<file path="src/hw/rtl/crf_pkg.sv">
`default_nettype none
// ----------------------------------------------------------------------------
// crf_pkg
// shared types and constants of the can fragment reassembler
// ----------------------------------------------------------------------------
package crf_pkg;

	localparam int MSG_SLOTS = 8;
	localparam int ID_W      = 11;
	localparam int PART_W    = 48;
	localparam int CNT_W     = 32;
	localparam int GROUPS    = 4;
	localparam int REM_PARTS = 3;

	localparam logic [3:0] DLC_FULL = 4'd8;

	localparam logic [2:0] MSG_GIMBAL_PRI = 3'd3;
	localparam logic [2:0] MSG_GIMBAL_AUX = 3'd4;
	localparam logic [2:0] MSG_CHASSIS    = 3'd5;
	localparam logic [2:0] MSG_SHOOTER    = 3'd6;
	localparam logic [1:0] REM_FLAG_PART  = 2'd2;

	localparam logic [7:0] REM_FLAG_MASK = 8'hBF;
	localparam int         REM_ONLINE_BIT = 7;

	localparam logic CFG_BASE_ID = 1'b0;
	localparam logic CFG_TIMEOUT = 1'b1;

	typedef enum logic {
		OP_FRAME = 1'b0,
		OP_TICK  = 1'b1
	} opcode_t;

	typedef enum logic {
		ST_OK     = 1'b0,
		ST_REJECT = 1'b1
	} status_t;

	typedef enum logic [2:0] {
		GRP_NONE    = 3'd0,
		GRP_REMOTE  = 3'd1,
		GRP_GIMBAL  = 3'd2,
		GRP_CHASSIS = 3'd3,
		GRP_SHOOTER = 3'd4
	} group_t;

	typedef struct packed {
		logic              opcode;
		logic              is_standard_id;
		logic              is_data_frame;
		logic [3:0]        byte_count;
		logic [ID_W-1:0]   can_id;
		logic [7:0]        seq_byte;
		logic [7:0]        flag_byte;
		logic [PART_W-1:0] payload_word;
		logic [CNT_W-1:0]  tick_ms;
	} in_beat_t;

	typedef struct packed {
		status_t                          status;
		group_t                           group;
		logic [1:0]                       last_idx;
		logic [1:0]                       flag_idx;
		logic [7:0]                       flags;
		logic [REM_PARTS-1:0][PART_W-1:0] payload;
		logic [CNT_W-1:0]                 commit_count;
		logic [GROUPS-1:0]                online_mask;
	} res_bundle_t;

endpackage
`default_nettype wire

</file>
<file path="src/hw/rtl/crf_core.sv">
`default_nettype none
// ----------------------------------------------------------------------------
// crf_core
// frame filter, fragment staging, elapsed counters and result assembly
// ----------------------------------------------------------------------------
module crf_core (
	input  wire logic                clk,
	input  wire logic                arst_n,
	input  wire logic                take,
	input  wire crf_pkg::in_beat_t   beat,
	input  wire logic [10:0]         base_id,
	input  wire logic [31:0]         offline_timeout,
	output crf_pkg::res_bundle_t     res
);
	import crf_pkg::*;

	logic [REM_PARTS-1:0][PART_W-1:0] rem_parts_q, rem_parts_n;
	logic [7:0]                       rem_flag_q, rem_flag_n;
	logic [7:0]                       rem_seq_q;
	logic [REM_PARTS-1:0]             rem_got_q, rem_got_n;
	logic [1:0][PART_W-1:0]           gim_parts_q, gim_parts_n;
	logic [1:0]                       gim_flag_q, gim_flag_n;
	logic [7:0]                       gim_seq_q;
	logic [1:0]                       gim_got_q, gim_got_n;
	logic [GROUPS-1:0][CNT_W-1:0]     elapsed_q, elapsed_n;
	logic [GROUPS-1:0]                online_q, online_n;
	logic [CNT_W-1:0]                 commits_q, commits_n;

	logic [ID_W:0]  win_hi;
	logic           frame_ok;
	logic [2:0]     msg;
	logic           is_frame, is_tick;
	logic           is_remote, is_gimbal, is_chassis, is_shooter;
	logic           rem_restart, gim_restart;
	logic           gim_idx;
	logic           commit_r, commit_g;
	logic [CNT_W:0] sum;

	always_comb begin
		win_hi   = {1'b0, base_id} + (ID_W + 1)'(MSG_SLOTS);
		frame_ok = beat.is_standard_id && beat.is_data_frame &&
			(beat.byte_count == DLC_FULL) && (beat.can_id >= base_id) &&
			({1'b0, beat.can_id} < win_hi);
		msg      = 3'(beat.can_id - base_id);
		is_tick  = (beat.opcode == OP_TICK);
		is_frame = (beat.opcode == OP_FRAME);

		is_remote  = is_frame && frame_ok && (msg < MSG_GIMBAL_PRI);
		is_gimbal  = is_frame && frame_ok &&
			((msg == MSG_GIMBAL_PRI) || (msg == MSG_GIMBAL_AUX));
		is_chassis = is_frame && frame_ok && (msg == MSG_CHASSIS);
		is_shooter = is_frame && frame_ok && (msg == MSG_SHOOTER);

		// remote staging
		rem_restart = (rem_got_q == '0) || (rem_seq_q != beat.seq_byte);
		rem_parts_n = rem_restart ? '0 : rem_parts_q;
		rem_flag_n  = rem_restart ? '0 : rem_flag_q;
		rem_got_n   = rem_restart ? '0 : rem_got_q;
		rem_parts_n[msg[1:0]] = beat.payload_word;
		if (msg[1:0] == REM_FLAG_PART) begin
			rem_flag_n = beat.flag_byte & REM_FLAG_MASK;
		end
		rem_got_n = rem_got_n | (REM_PARTS'(1) << msg[1:0]);
		commit_r  = is_remote && (rem_got_n == '1);

		// gimbal staging
		gim_idx     = msg[2];
		gim_restart = (gim_got_q == '0) || (gim_seq_q != beat.seq_byte);
		gim_parts_n = gim_restart ? '0 : gim_parts_q;
		gim_flag_n  = gim_restart ? '0 : gim_flag_q;
		gim_got_n   = gim_restart ? '0 : gim_got_q;
		gim_parts_n[gim_idx] = beat.payload_word;
		if (msg == MSG_GIMBAL_PRI) begin
			gim_flag_n = beat.flag_byte[1:0];
		end
		gim_got_n = gim_got_n | (2'(1) << gim_idx);
		commit_g  = is_gimbal && (gim_got_n == '1);

		// elapsed counters and online bits
		elapsed_n = elapsed_q;
		online_n  = online_q;
		sum       = '0;
		if (is_tick) begin
			for (int i = 0; i < GROUPS; i++) begin
				sum = {1'b0, elapsed_q[i]} + {1'b0, beat.tick_ms};
				elapsed_n[i] = sum[CNT_W] ? '1 : sum[CNT_W-1:0];
				if ((offline_timeout != '0) && (elapsed_n[i] > offline_timeout)) begin
					online_n[i] = 1'b0;
				end
			end
		end
		if (commit_r) begin
			elapsed_n[0] = '0;
			online_n[0]  = rem_flag_n[REM_ONLINE_BIT];
		end
		if (commit_g) begin
			elapsed_n[1] = '0;
			online_n[1]  = 1'b1;
		end
		if (is_chassis) begin
			elapsed_n[2] = '0;
			online_n[2]  = 1'b1;
		end
		if (is_shooter) begin
			elapsed_n[3] = '0;
			online_n[3]  = 1'b1;
		end

		commits_n = commits_q;
		if (commit_r && (commits_q != '1)) begin
			commits_n = commits_q + 1'b1;
		end

		// result bundle
		res              = '0;
		res.status       = ST_OK;
		res.group        = GRP_NONE;
		res.commit_count = commits_n;
		res.online_mask  = online_n;
		if (is_frame && !frame_ok) begin
			res.status = ST_REJECT;
		end else if (is_chassis) begin
			res.group      = GRP_CHASSIS;
			res.payload[0] = beat.payload_word;
			res.flags      = {6'b0, beat.flag_byte[1:0]};
		end else if (is_shooter) begin
			res.group      = GRP_SHOOTER;
			res.payload[0] = beat.payload_word;
		end else if (commit_r) begin
			res.group    = GRP_REMOTE;
			res.last_idx = 2'(REM_PARTS - 1);
			res.flag_idx = REM_FLAG_PART;
			res.flags    = rem_flag_n;
			res.payload  = rem_parts_n;
		end else if (commit_g) begin
			res.group      = GRP_GIMBAL;
			res.last_idx   = 2'd1;
			res.flags      = {6'b0, gim_flag_n};
			res.payload[0] = gim_parts_n[0];
			res.payload[1] = gim_parts_n[1];
		end
	end

	always_ff @(posedge clk or negedge arst_n) begin
		if (!arst_n) begin
			rem_got_q <= '0;
			gim_got_q <= '0;
			elapsed_q <= '0;
			online_q  <= '0;
			commits_q <= '0;
		end else if (take) begin
			if (is_remote) begin
				rem_got_q <= commit_r ? '0 : rem_got_n;
			end
			if (is_gimbal) begin
				gim_got_q <= commit_g ? '0 : gim_got_n;
			end
			elapsed_q <= elapsed_n;
			online_q  <= online_n;
			commits_q <= commits_n;
		end
	end

	always_ff @(posedge clk) begin
		if (take && is_remote) begin
			rem_parts_q <= rem_parts_n;
			rem_flag_q  <= rem_flag_n;
			rem_seq_q   <= beat.seq_byte;
		end
		if (take && is_gimbal) begin
			gim_parts_q <= gim_parts_n;
			gim_flag_q  <= gim_flag_n;
			gim_seq_q   <= beat.seq_byte;
		end
	end

	a_commits_monotonic: assert property (@(posedge clk) disable iff (!arst_n)
		1'b1 |=> (commits_q >= $past(commits_q)))
		else $error("remote commit count went down");

	a_remote_not_full: assert property (@(posedge clk) disable iff (!arst_n)
		rem_got_q != '1)
		else $error("complete remote group left staged");

	a_gimbal_not_full: assert property (@(posedge clk) disable iff (!arst_n)
		gim_got_q != '1)
		else $error("complete gimbal group left staged");

endmodule
`default_nettype wire

</file>
<file path="src/hw/rtl/crf_out_buf.sv">
`default_nettype none
// ----------------------------------------------------------------------------
// crf_out_buf
// result register holding one input's results and sending them beat by beat
// ----------------------------------------------------------------------------
module crf_out_buf (
	input  wire logic                 clk,
	input  wire logic                 arst_n,
	input  wire logic                 load_req,
	output logic                      take,
	input  wire crf_pkg::res_bundle_t res,
	output logic                      out_valid,
	input  wire logic                 out_ready,
	output logic [0:0]                status,
	output logic [2:0]                group,
	output logic [1:0]                part_index,
	output logic [47:0]               part_payload,
	output logic [7:0]                part_flags,
	output logic [31:0]               commit_count,
	output logic [3:0]                online_mask,
	output logic                      last
);
	import crf_pkg::*;

	res_bundle_t bundle_q;
	logic        valid_q;
	logic [1:0]  idx_q;
	logic        is_last;
	logic        can_load;

	always_comb begin
		is_last      = (idx_q == bundle_q.last_idx);
		can_load     = !valid_q || (out_ready && is_last);
		take         = load_req && can_load;
		out_valid    = valid_q;
		status       = bundle_q.status;
		group        = bundle_q.group;
		part_index   = idx_q;
		part_payload = bundle_q.payload[idx_q];
		part_flags   = (idx_q == bundle_q.flag_idx) ? bundle_q.flags : '0;
		commit_count = bundle_q.commit_count;
		online_mask  = bundle_q.online_mask;
		last         = is_last;
	end

	always_ff @(posedge clk or negedge arst_n) begin
		if (!arst_n) begin
			valid_q <= 1'b0;
			idx_q   <= '0;
		end else if (take) begin
			valid_q <= 1'b1;
			idx_q   <= '0;
		end else if (valid_q && out_ready) begin
			if (is_last) begin
				valid_q <= 1'b0;
			end else begin
				idx_q <= idx_q + 1'b1;
			end
		end
	end

	always_ff @(posedge clk) begin
		if (take) begin
			bundle_q <= res;
		end
	end

	a_idx_in_range: assert property (@(posedge clk) disable iff (!arst_n)
		valid_q |-> (idx_q <= bundle_q.last_idx))
		else $error("part index past last part");

	a_more_parts: assert property (@(posedge clk) disable iff (!arst_n)
		(valid_q && out_ready && !is_last) |=> (valid_q && (idx_q == $past(idx_q) + 2'd1)))
		else $error("multi-part result dropped a beat");

	a_reject_single: assert property (@(posedge clk) disable iff (!arst_n)
		(valid_q && (bundle_q.status == ST_REJECT)) |->
		((bundle_q.last_idx == 2'd0) && (bundle_q.group == GRP_NONE)))
		else $error("rejected frame with group results");

endmodule
`default_nettype wire

</file>
<file path="src/hw/rtl/can_fragment_reassembler_top.sv">
`default_nettype none
// ----------------------------------------------------------------------------
// can_fragment_reassembler_top
// receive-side reassembly of fragmented board link messages carried on can
// ----------------------------------------------------------------------------
// usage
//   input channel (in_valid/in_ready): one beat is a received frame or a time
//   tick. frames outside the message window or not standard 8-byte data frames
//   give a single reject result. completed remote groups give three result
//   beats, gimbal groups two, every other input exactly one; the final beat
//   of an input carries last.
//   output channel (out_valid/out_ready): one result beat per accepted handshake.
//   configuration: cfg_wen writes cfg_wdata to register cfg_index
//   (0 base id, 1 offline timeout) in the same edge; write only while idle.
//   path: an accepted beat passes the input register, then the result register.
//   throughput: one input per cycle while each gives one result and out_ready is
//   high; a remote commit holds the result register until its three beats go, a
//   gimbal commit until its two. the input register holds one beat meanwhile.
//   reset: control bits, counters, online bits and config clear, data not; no pass.
//   stall: when out_ready is low the result register holds, then the input
//   register fills and in_ready drops; nothing is lost.
// ----------------------------------------------------------------------------
module can_fragment_reassembler_top (
	input  wire logic        clk,
	input  wire logic        arst_n,
	input  wire logic        cfg_wen,
	input  wire logic        cfg_index,
	input  wire logic [31:0] cfg_wdata,
	input  wire logic        in_valid,
	output logic             in_ready,
	input  wire logic        opcode,
	input  wire logic        is_standard_id,
	input  wire logic        is_data_frame,
	input  wire logic [3:0]  byte_count,
	input  wire logic [10:0] can_id,
	input  wire logic [7:0]  seq_byte,
	input  wire logic [7:0]  flag_byte,
	input  wire logic [47:0] payload_word,
	input  wire logic [31:0] tick_ms,
	output logic             out_valid,
	input  wire logic        out_ready,
	output logic [0:0]       status,
	output logic [2:0]       group,
	output logic [1:0]       part_index,
	output logic [47:0]      part_payload,
	output logic [7:0]       part_flags,
	output logic [31:0]      commit_count,
	output logic [3:0]       online_mask,
	output logic             last
);
	import crf_pkg::*;

	logic [ID_W-1:0]  base_id_q;
	logic [CNT_W-1:0] timeout_q;
	in_beat_t         in_beat;
	in_beat_t         beat_s1;
	logic             valid_s1;
	logic             take;
	res_bundle_t      res;

	always_comb begin
		in_beat.opcode         = opcode;
		in_beat.is_standard_id = is_standard_id;
		in_beat.is_data_frame  = is_data_frame;
		in_beat.byte_count     = byte_count;
		in_beat.can_id         = can_id;
		in_beat.seq_byte       = seq_byte;
		in_beat.flag_byte      = flag_byte;
		in_beat.payload_word   = payload_word;
		in_beat.tick_ms        = tick_ms;
		in_ready               = !valid_s1 || take;
	end

	// config registers
	always_ff @(posedge clk or negedge arst_n) begin
		if (!arst_n) begin
			base_id_q <= '0;
			timeout_q <= '0;
		end else if (cfg_wen) begin
			if (cfg_index == CFG_BASE_ID) begin
				base_id_q <= cfg_wdata[ID_W-1:0];
			end else if (cfg_index == CFG_TIMEOUT) begin
				timeout_q <= cfg_wdata;
			end
		end
	end

	// input register
	always_ff @(posedge clk or negedge arst_n) begin
		if (!arst_n) begin
			valid_s1 <= 1'b0;
		end else if (in_ready) begin
			valid_s1 <= in_valid;
		end
	end

	always_ff @(posedge clk) begin
		if (in_valid && in_ready) begin
			beat_s1 <= in_beat;
		end
	end

	crf_core u_core (
		.clk             (clk),
		.arst_n          (arst_n),
		.take            (take),
		.beat            (beat_s1),
		.base_id         (base_id_q),
		.offline_timeout (timeout_q),
		.res             (res)
	);

	crf_out_buf u_out_buf (
		.clk          (clk),
		.arst_n       (arst_n),
		.load_req     (valid_s1),
		.take         (take),
		.res          (res),
		.out_valid    (out_valid),
		.out_ready    (out_ready),
		.status       (status),
		.group        (group),
		.part_index   (part_index),
		.part_payload (part_payload),
		.part_flags   (part_flags),
		.commit_count (commit_count),
		.online_mask  (online_mask),
		.last         (last)
	);

endmodule
`default_nettype wire
</file>
<file path="config.mk">
export PLATFORM = sky130hd
export DESIGN_NAME = can_fragment_reassembler_top
export DESIGN_NICKNAME = d
export VERILOG_FILES = /design/src/hw/rtl/crf_pkg.sv /design/src/hw/rtl/crf_core.sv /design/src/hw/rtl/crf_out_buf.sv /design/src/hw/rtl/can_fragment_reassembler_top.sv
export SDC_FILE = /design/constraint.sdc
export NUM_CORES = 2
export LEC_CHECK = 0
export ABC_AREA = 1
export BUFFER_PORTS_ARGS = -buffer_cell sky130_fd_sc_hd__buf_2
export CAP_MARGIN = 5
export CORE_MARGIN = 3
export CORE_UTILIZATION = 40
export DETAILED_ROUTE_END_ITERATION = 6
export GPL_TIMING_DRIVEN = 0
export SETUP_SLACK_MARGIN = 0.15
export SLEW_MARGIN = 10
export SYNTH_ARGS = -nofsm -noshare
export SYNTH_HDL_FRONTEND = slang
export SYNTH_SLANG_ARGS = --single-unit
</file>
<file path="constraint.sdc">
create_clock -name clk -period 6 [get_ports clk]
set_input_delay 0 -clock clk [delete_from_list [all_inputs] [get_ports clk]]
set_output_delay 0 -clock clk [all_outputs]
set_load 0.02 [all_outputs]
</file>
[Word level (Yosys, flattened, before mapping)]
Index checks and enable logic that the tools add are counted.
Word-level totals
  flip-flop bits (word level): 792
  logic and storage cells: 200
  input port bits: 152
  output and inout port bits: 101
Cells by class
  multiplexer cells: 59
  reductions and logical operators: 56
  $add $sub $neg: 8
  magnitude comparators: 12
  bitwise logic cells: 5
  eq/ne operators: 14
  shifts and indexed selects: 2
Operators with widths (number)
  2-to-1 mux 32 bit: 9
  2-to-1 mux 48 bit: 6
  2-to-1 mux 96 bit: 3
  bitwise mux 144 bit: 1
  2-to-1 mux 144 bit: 1
  adder 32 x 32 -> 33 bit: 4
  greater-than comparator 32 bit: 4
  2-to-1 mux 128 bit: 1
  2-to-1 mux 98 bit: 1
  binary-select mux 48 bit (select 2 bit): 1
  bitwise mux 96 bit: 1
  demux 48 bit (select 2 bit): 1
  demux 48 bit (select 1 bit): 1
  adder 32 x 1 -> 32 bit (second input constant): 1
  2-to-1 mux 8 bit: 4
  != test 32 bit (second input constant): 1
  nonzero test 32 bit: 1
  logical AND 1 bit: 25
  2-to-1 mux 2 bit: 11
  AND reduction 2 bit: 10
  != test 8 bit: 2
  adder 11 x 4 -> 12 bit (second input constant): 1
  == test 3 bit (second input constant): 4
  < comparator 11 x 12 -> 1 bit: 1
  29 further kinds: 61

[Logic depth before layout (Yosys ltp)]
  depth after elaboration: 11
  mapped depth: 28
  gate-level depth less buffers: 26

[Cells and area by module]
From an unflattened synthesis, not the netlist that was laid out.
Second synthesis, totals
  cell total of the unflattened synthesis: 5520
  area total of the unflattened synthesis: 46687.3 um2
By module, submodules not included
  crf_core: times used 1, sequential area each 12216.7 um2, area each 33888.8 um2, cells each 4703
  crf_out_buf: times used 1, sequential area each 5960.7 um2, area each 7571.0 um2, cells each 508
  can_fragment_reassembler_top: times used 1, sequential area each 4524.3 um2, area each 5227.5 um2, cells each 309

[Least setup slack after synthesis]
No wires, ideal clock.
  path kind: reg-to-reg
  start: register base_id_q[3]
  end: register u_core.rem_got_q[0]
  stages on the path, launching flop included: 15
  period minus slack after synthesis: 6.217 ns
  setup time: 0.331 ns
  required time: 5.669 ns
  data arrival time: 5.886 ns
  path buffers: 0
  setup slack: -0.217 ns
  path through: dfrtp_1 -> inv_1 -> nor3_1 -> nand3_1 -> nor3_1 -> xor2_1 -> ha_1 -> nand3_1 -> nand2_1 -> clkinv_1 -> nand2_2 -> nor2_4 -> nand3_2 -> nor3_4 -> o21ai_0
On the way
  cells in the longest elaborated chain, start to end: 7
  elaborated cells between the ends (all ways): 10
  classes of those cells: add/sub (1); order compare (2); mux (1); reduce/logical (6)
RTL lines
  start, declared: RTL line can_fragment_reassembler_top.sv:53  | logic [ID_W-1:0] base_id_q;
  start signal, assigned: RTL line can_fragment_reassembler_top.sv:81  | base_id_q <= cfg_wdata[ID_W-1:0];
  adder 11 x 4 -> 12 bit or greater-or-equal comparator 11 bit (tied branches): RTL line crf_core.sv:40, crf_core.sv:42
  < comparator 11 x 12 -> 1 bit or logical AND 1 bit (tied branches): RTL line crf_core.sv:43, crf_core.sv:42
  logical AND 1 bit *: RTL line crf_core.sv:42  | (beat.byte_count == DLC_FULL) && (beat.can_id >= base_id) &&
  logical AND 1 bit * (2 in a row): RTL line crf_core.sv:48  | is_remote = is_frame && frame_ok && (msg < MSG_GIMBAL_PRI);
  logical AND 1 bit: RTL line crf_core.sv:64  | commit_r = is_remote && (rem_got_n == '1);
  2-to-1 mux 3 bit: RTL line crf_core.sv:153  | rem_got_q <= commit_r ? '0 : rem_got_n;
  end signal, assigned: RTL line crf_core.sv:153
  end, declared: RTL line crf_core.sv:20  | logic [REM_PARTS-1:0] rem_got_q, rem_got_n;
Every way passes the cells marked *; elsewhere a longest branch is shown, timed or not.
A chain may end at the register's enable or synchronous reset.

==> results.toml <==
[final_layout]
syn_to_final_growth_pct = 20.0
ff_latch_area_sq_mm = 0.0226
final_area_sq_mm = 0.0556
drive_above_1_share_pct = 9.69
fin_util_pct = 48.5
multiInputGateArea_sq_mm = 0.0204
final_nets = 6497
fillers = 10906

[flow_run]
drv_cap = 0

[pwr]
clockPowerShare_pct = 22.1
ir_drop_mv = 0.280
p_comb_share_pct = 49.3
p_sw_share_pct = 45.6
p_sw_w = 0.0122
p_int_w = 0.0146
p_leak_nw = 24.6
p_per_area_mw_per_mm2 = 481
power.total_w = 0.0267
sequentialPowerShare_pct = 28.6

[sta]
grt_setup_unrepaired = "false"
fin_worst_skew_ps = 51.0
period_share_pct = 90.6
worstMarginPinSlew_ps = 1070
finalSetupViolCount = 0
whs_ps = 37.9
slew_headroom_pct = 27.9
drv_slew = 0
period_needed_ps = 5440
timing.fmax_mhz = 184
hold_viol = 0
fin_tns_setup_ps = 0

[worst_setup_path]
start_kind = "flip-flop"
crit_arrival_ps = 5850
crit_fanout = 10
crit_path_end_kind = "flip-flop"
path_class = "flip-flop to flip-flop"
critical_path_required_ps = 6410

[logic_synthesis]
async_flop_share_pct = 27.4
synth_seq_cells = 789
ys_seq_area_share_pct = 48.8
synth_top_area_share_pct = 37.2
netlist_top_cells_area = "edfxtp_1 37%, dfrtp_1 12%, nand2_1 11%, ha_1 7.5%, nand3_1 5.6%"
synth_edf_count = 573
yosysWarnings = 0
synth_cells = 5453
yosysMostFrequentCell = "nand2_1"
avgSynthCellArea_sq_um = 8.49
netlist_area_sq_mm = 0.0463
yosysTopAreaCell = "edfxtp_1"
synth_cell_type_count = 51
synth_nets = 5887
synthFlopType = "edfxtp_1"
synth_commonest_cells = "1361 x nand2_1, 573 x edfxtp_1, 523 x inv_1"

[floorplan]
dieArea_sq_mm = 0.120
die-height_um = 346
boundaryPins = 253
die_x_um = 346
rows = 124
coreArea_sq_mm = 0.115
initial_core_util_pct = 40.4

[detailed_routing]
routed_wl_mm = 166
first_iter_violations = 3999
drt_pre_antenna_iters = 6
viasPerCell = 5.42
drc_errors = 0
vias = 41531
ant_nets = 0
wl_per_cell_um = 21.7

[placed_design]
globalplace.congestion = 0.939
port_buffers = 251
dp_hpwl_mm = 119
placed_area_sq_mm = 0.0499

[global_route]
grt.busiest_layer = "met2"
grtUsageMet3_pct = 5.01
grt_max_degree = 104
antenna_found_initial = 8
grt_pass1_vias = 40589
gr-total-overflow = 0
grtUsageMet1_pct = 36.5
grt_pass1_wl_mm = 250
use_met2_pct = 43.4
grt_usage_pct = 27.2

[clock_tree]
clk_path_buf_depth = 3
cts_tree = "done"
cts_buffers = 91
path_clk_slew_ps = 60
cts_num_sinks = 789
insertion_delay_ps = 720
cts-root-buf = "clkbuf_16"
cts_max_level = 3

[worst_hold_path]
hold_path_class = "primary input to flip-flop"

[outcome]
status = "finished, final reports clean"
-- kinds of logic (layout without fill, tap and decap cells) --
group	count (synthesis)	in the layout	share of synthesized area, %
XOR/XNOR	111	111	2.10
AND/OR/NAND/NOR	2574	2574	23.6
flip-flops	789	789	48.8
adder cells (fa/ha/maj)	282	282	7.70
other	0	3	0
AO/OA/AOI/OAI	890	890	10.6
buffers and inverters	807	1495	7.15
-- power by group through the flow --
stage | Sequential (W) | Clock, W | Combinational, W
2_1_floorplan | 0.00743 | 0 | 0.00891
3_3_place_gp | 0.00780 | 0 | 0.0126
3_5_place_dp | 0.00771 | 0 | 0.0128
4_1_cts | 0.00762 | 0.00598 | 0.0130
5_1_grt | 0.00770 | 0.00620 | 0.0147
6_report | 0.00764 | 0.00591 | 0.0132
-- per-stage QoR --
| stage | setup WS, ps | cells |
|---|---|---|
| global route | 355 | 7654 |
| floorplan | -192 | 5453 |
| finish | 565 | 7656 |
| CTS | 427 | 7653 |
| global placement | -3180 | 7216 |
| detailed placement | 514 | 7233 |
-- worst max-delay path, cell delays in order (launching register included) --
cell and delay [ps]:
edfxtp_1 590, ha_1 390, fa_1 480, nand2_1 140, o21ai_2 100, a21oi_1 360, o21ai_2 170, nand3_1 100
nand2_1 130, clkinv_1 290, buf_2 350, nand3_1 200, ha_1 320, nand2_1 70, nor2_1 260, nand4_1 240
nor3_1 460, nand2_1 120, nand2_1 80, nand2_1 110, nand2_1 90, nand2_1 60
-- area by class of cell --
cell class,count,share of cell area [%]
clock inverter,55,1.28
tap,1512,3.40
sequential,789,40.7
antenna,3,0.0135
buffer,266,2.32
inverter,541,3.67
clock buffer,116,4.41
multi-input combinational,3857,36.7
timing repair buffer,517,7.48
-- final timing paths --
kind	cells after the start	startpoint	end	slack (ps)
worst min register to register	2	u_core.elapsed_q[126]	u_core.elapsed_q[126]	470
worst min-delay path	2	tick_ms[22]	beat_s1[22]	40
min in group asynchronous	4	arst_n	timeout_q[14]	410
max in group asynchronous	5	arst_n	u_core.commits_q[25]	4670
worst max-delay path	21	beat_s1[0]	u_out_buf.online_mask[2]	560
worst max register to register	21	beat_s1[0]	u_out_buf.online_mask[2]	560
-- repair_timing --
action,4_1_cts,5_1_grt
hold endpoints to repair,340,0
setup endpoints to repair,0,2
hold buffers,249,0
gates resized for setup,0,1
setup buffers,0,0
-- state kept, by name, indices dropped and copies added (netlist names), 2 cells and up --
name / flops
u_out_buf.online_mask: 4
base_id_q: 11
u_core.gim_flag_q: 2
beat_s1: 113
u_core.gim_seq_q: 8
u_core.gim_parts_q: 96
u_core.online_q: 4
u_core.rem_got_q: 3
timeout_q: 32
u_core.elapsed_q: 128
u_core.rem_parts_q: 144
u_core.rem_seq_q: 8
u_out_buf.commit_count: 32
u_core.rem_flag_q: 8
u_out_buf.group: 3
u_core.commits_q: 32
u_core.gim_got_q: 2
u_out_buf.bundle_q: 154
u_out_buf.part_index: 2
-- cell usage in the layout, fill, tap and decap left out, types with 13 or more instances in the layout --
master	n
nand2_1	1361
edfxtp_1	573
inv_1	521
nand3_1	518
nor2_1	447
o21ai_0	387
buf_2	329
ha_1	276
a21oi_1	266
dlygate4sd3_1	248
dfrtp_1	216
nand4_1	140
clkbuf_1	134
clkbuf_16	92
xor2_1	76
o22ai_1	56
o31ai_1	48
buf_4	44
nor3_1	42
xnor2_1	35
o21ai_1	32
a21o_1	29
buf_1	24
o21bai_1	20
or2_2	17
nor4_1	16
clkinv_2	16
o21a_1	14
a31oi_1	14
inv_2	13
clkinv_1	13
-- layer usage --
metal	share of wire [%]	wire, um	vias up
li1	-	-	19800
met1	43	71000	19802
met2	45	74500	1601
met3	7.7	12700	318
met4	4.5	7540	10
met5	0.031	52	-
Note: power is estimated with default switching activity, not from simulation.
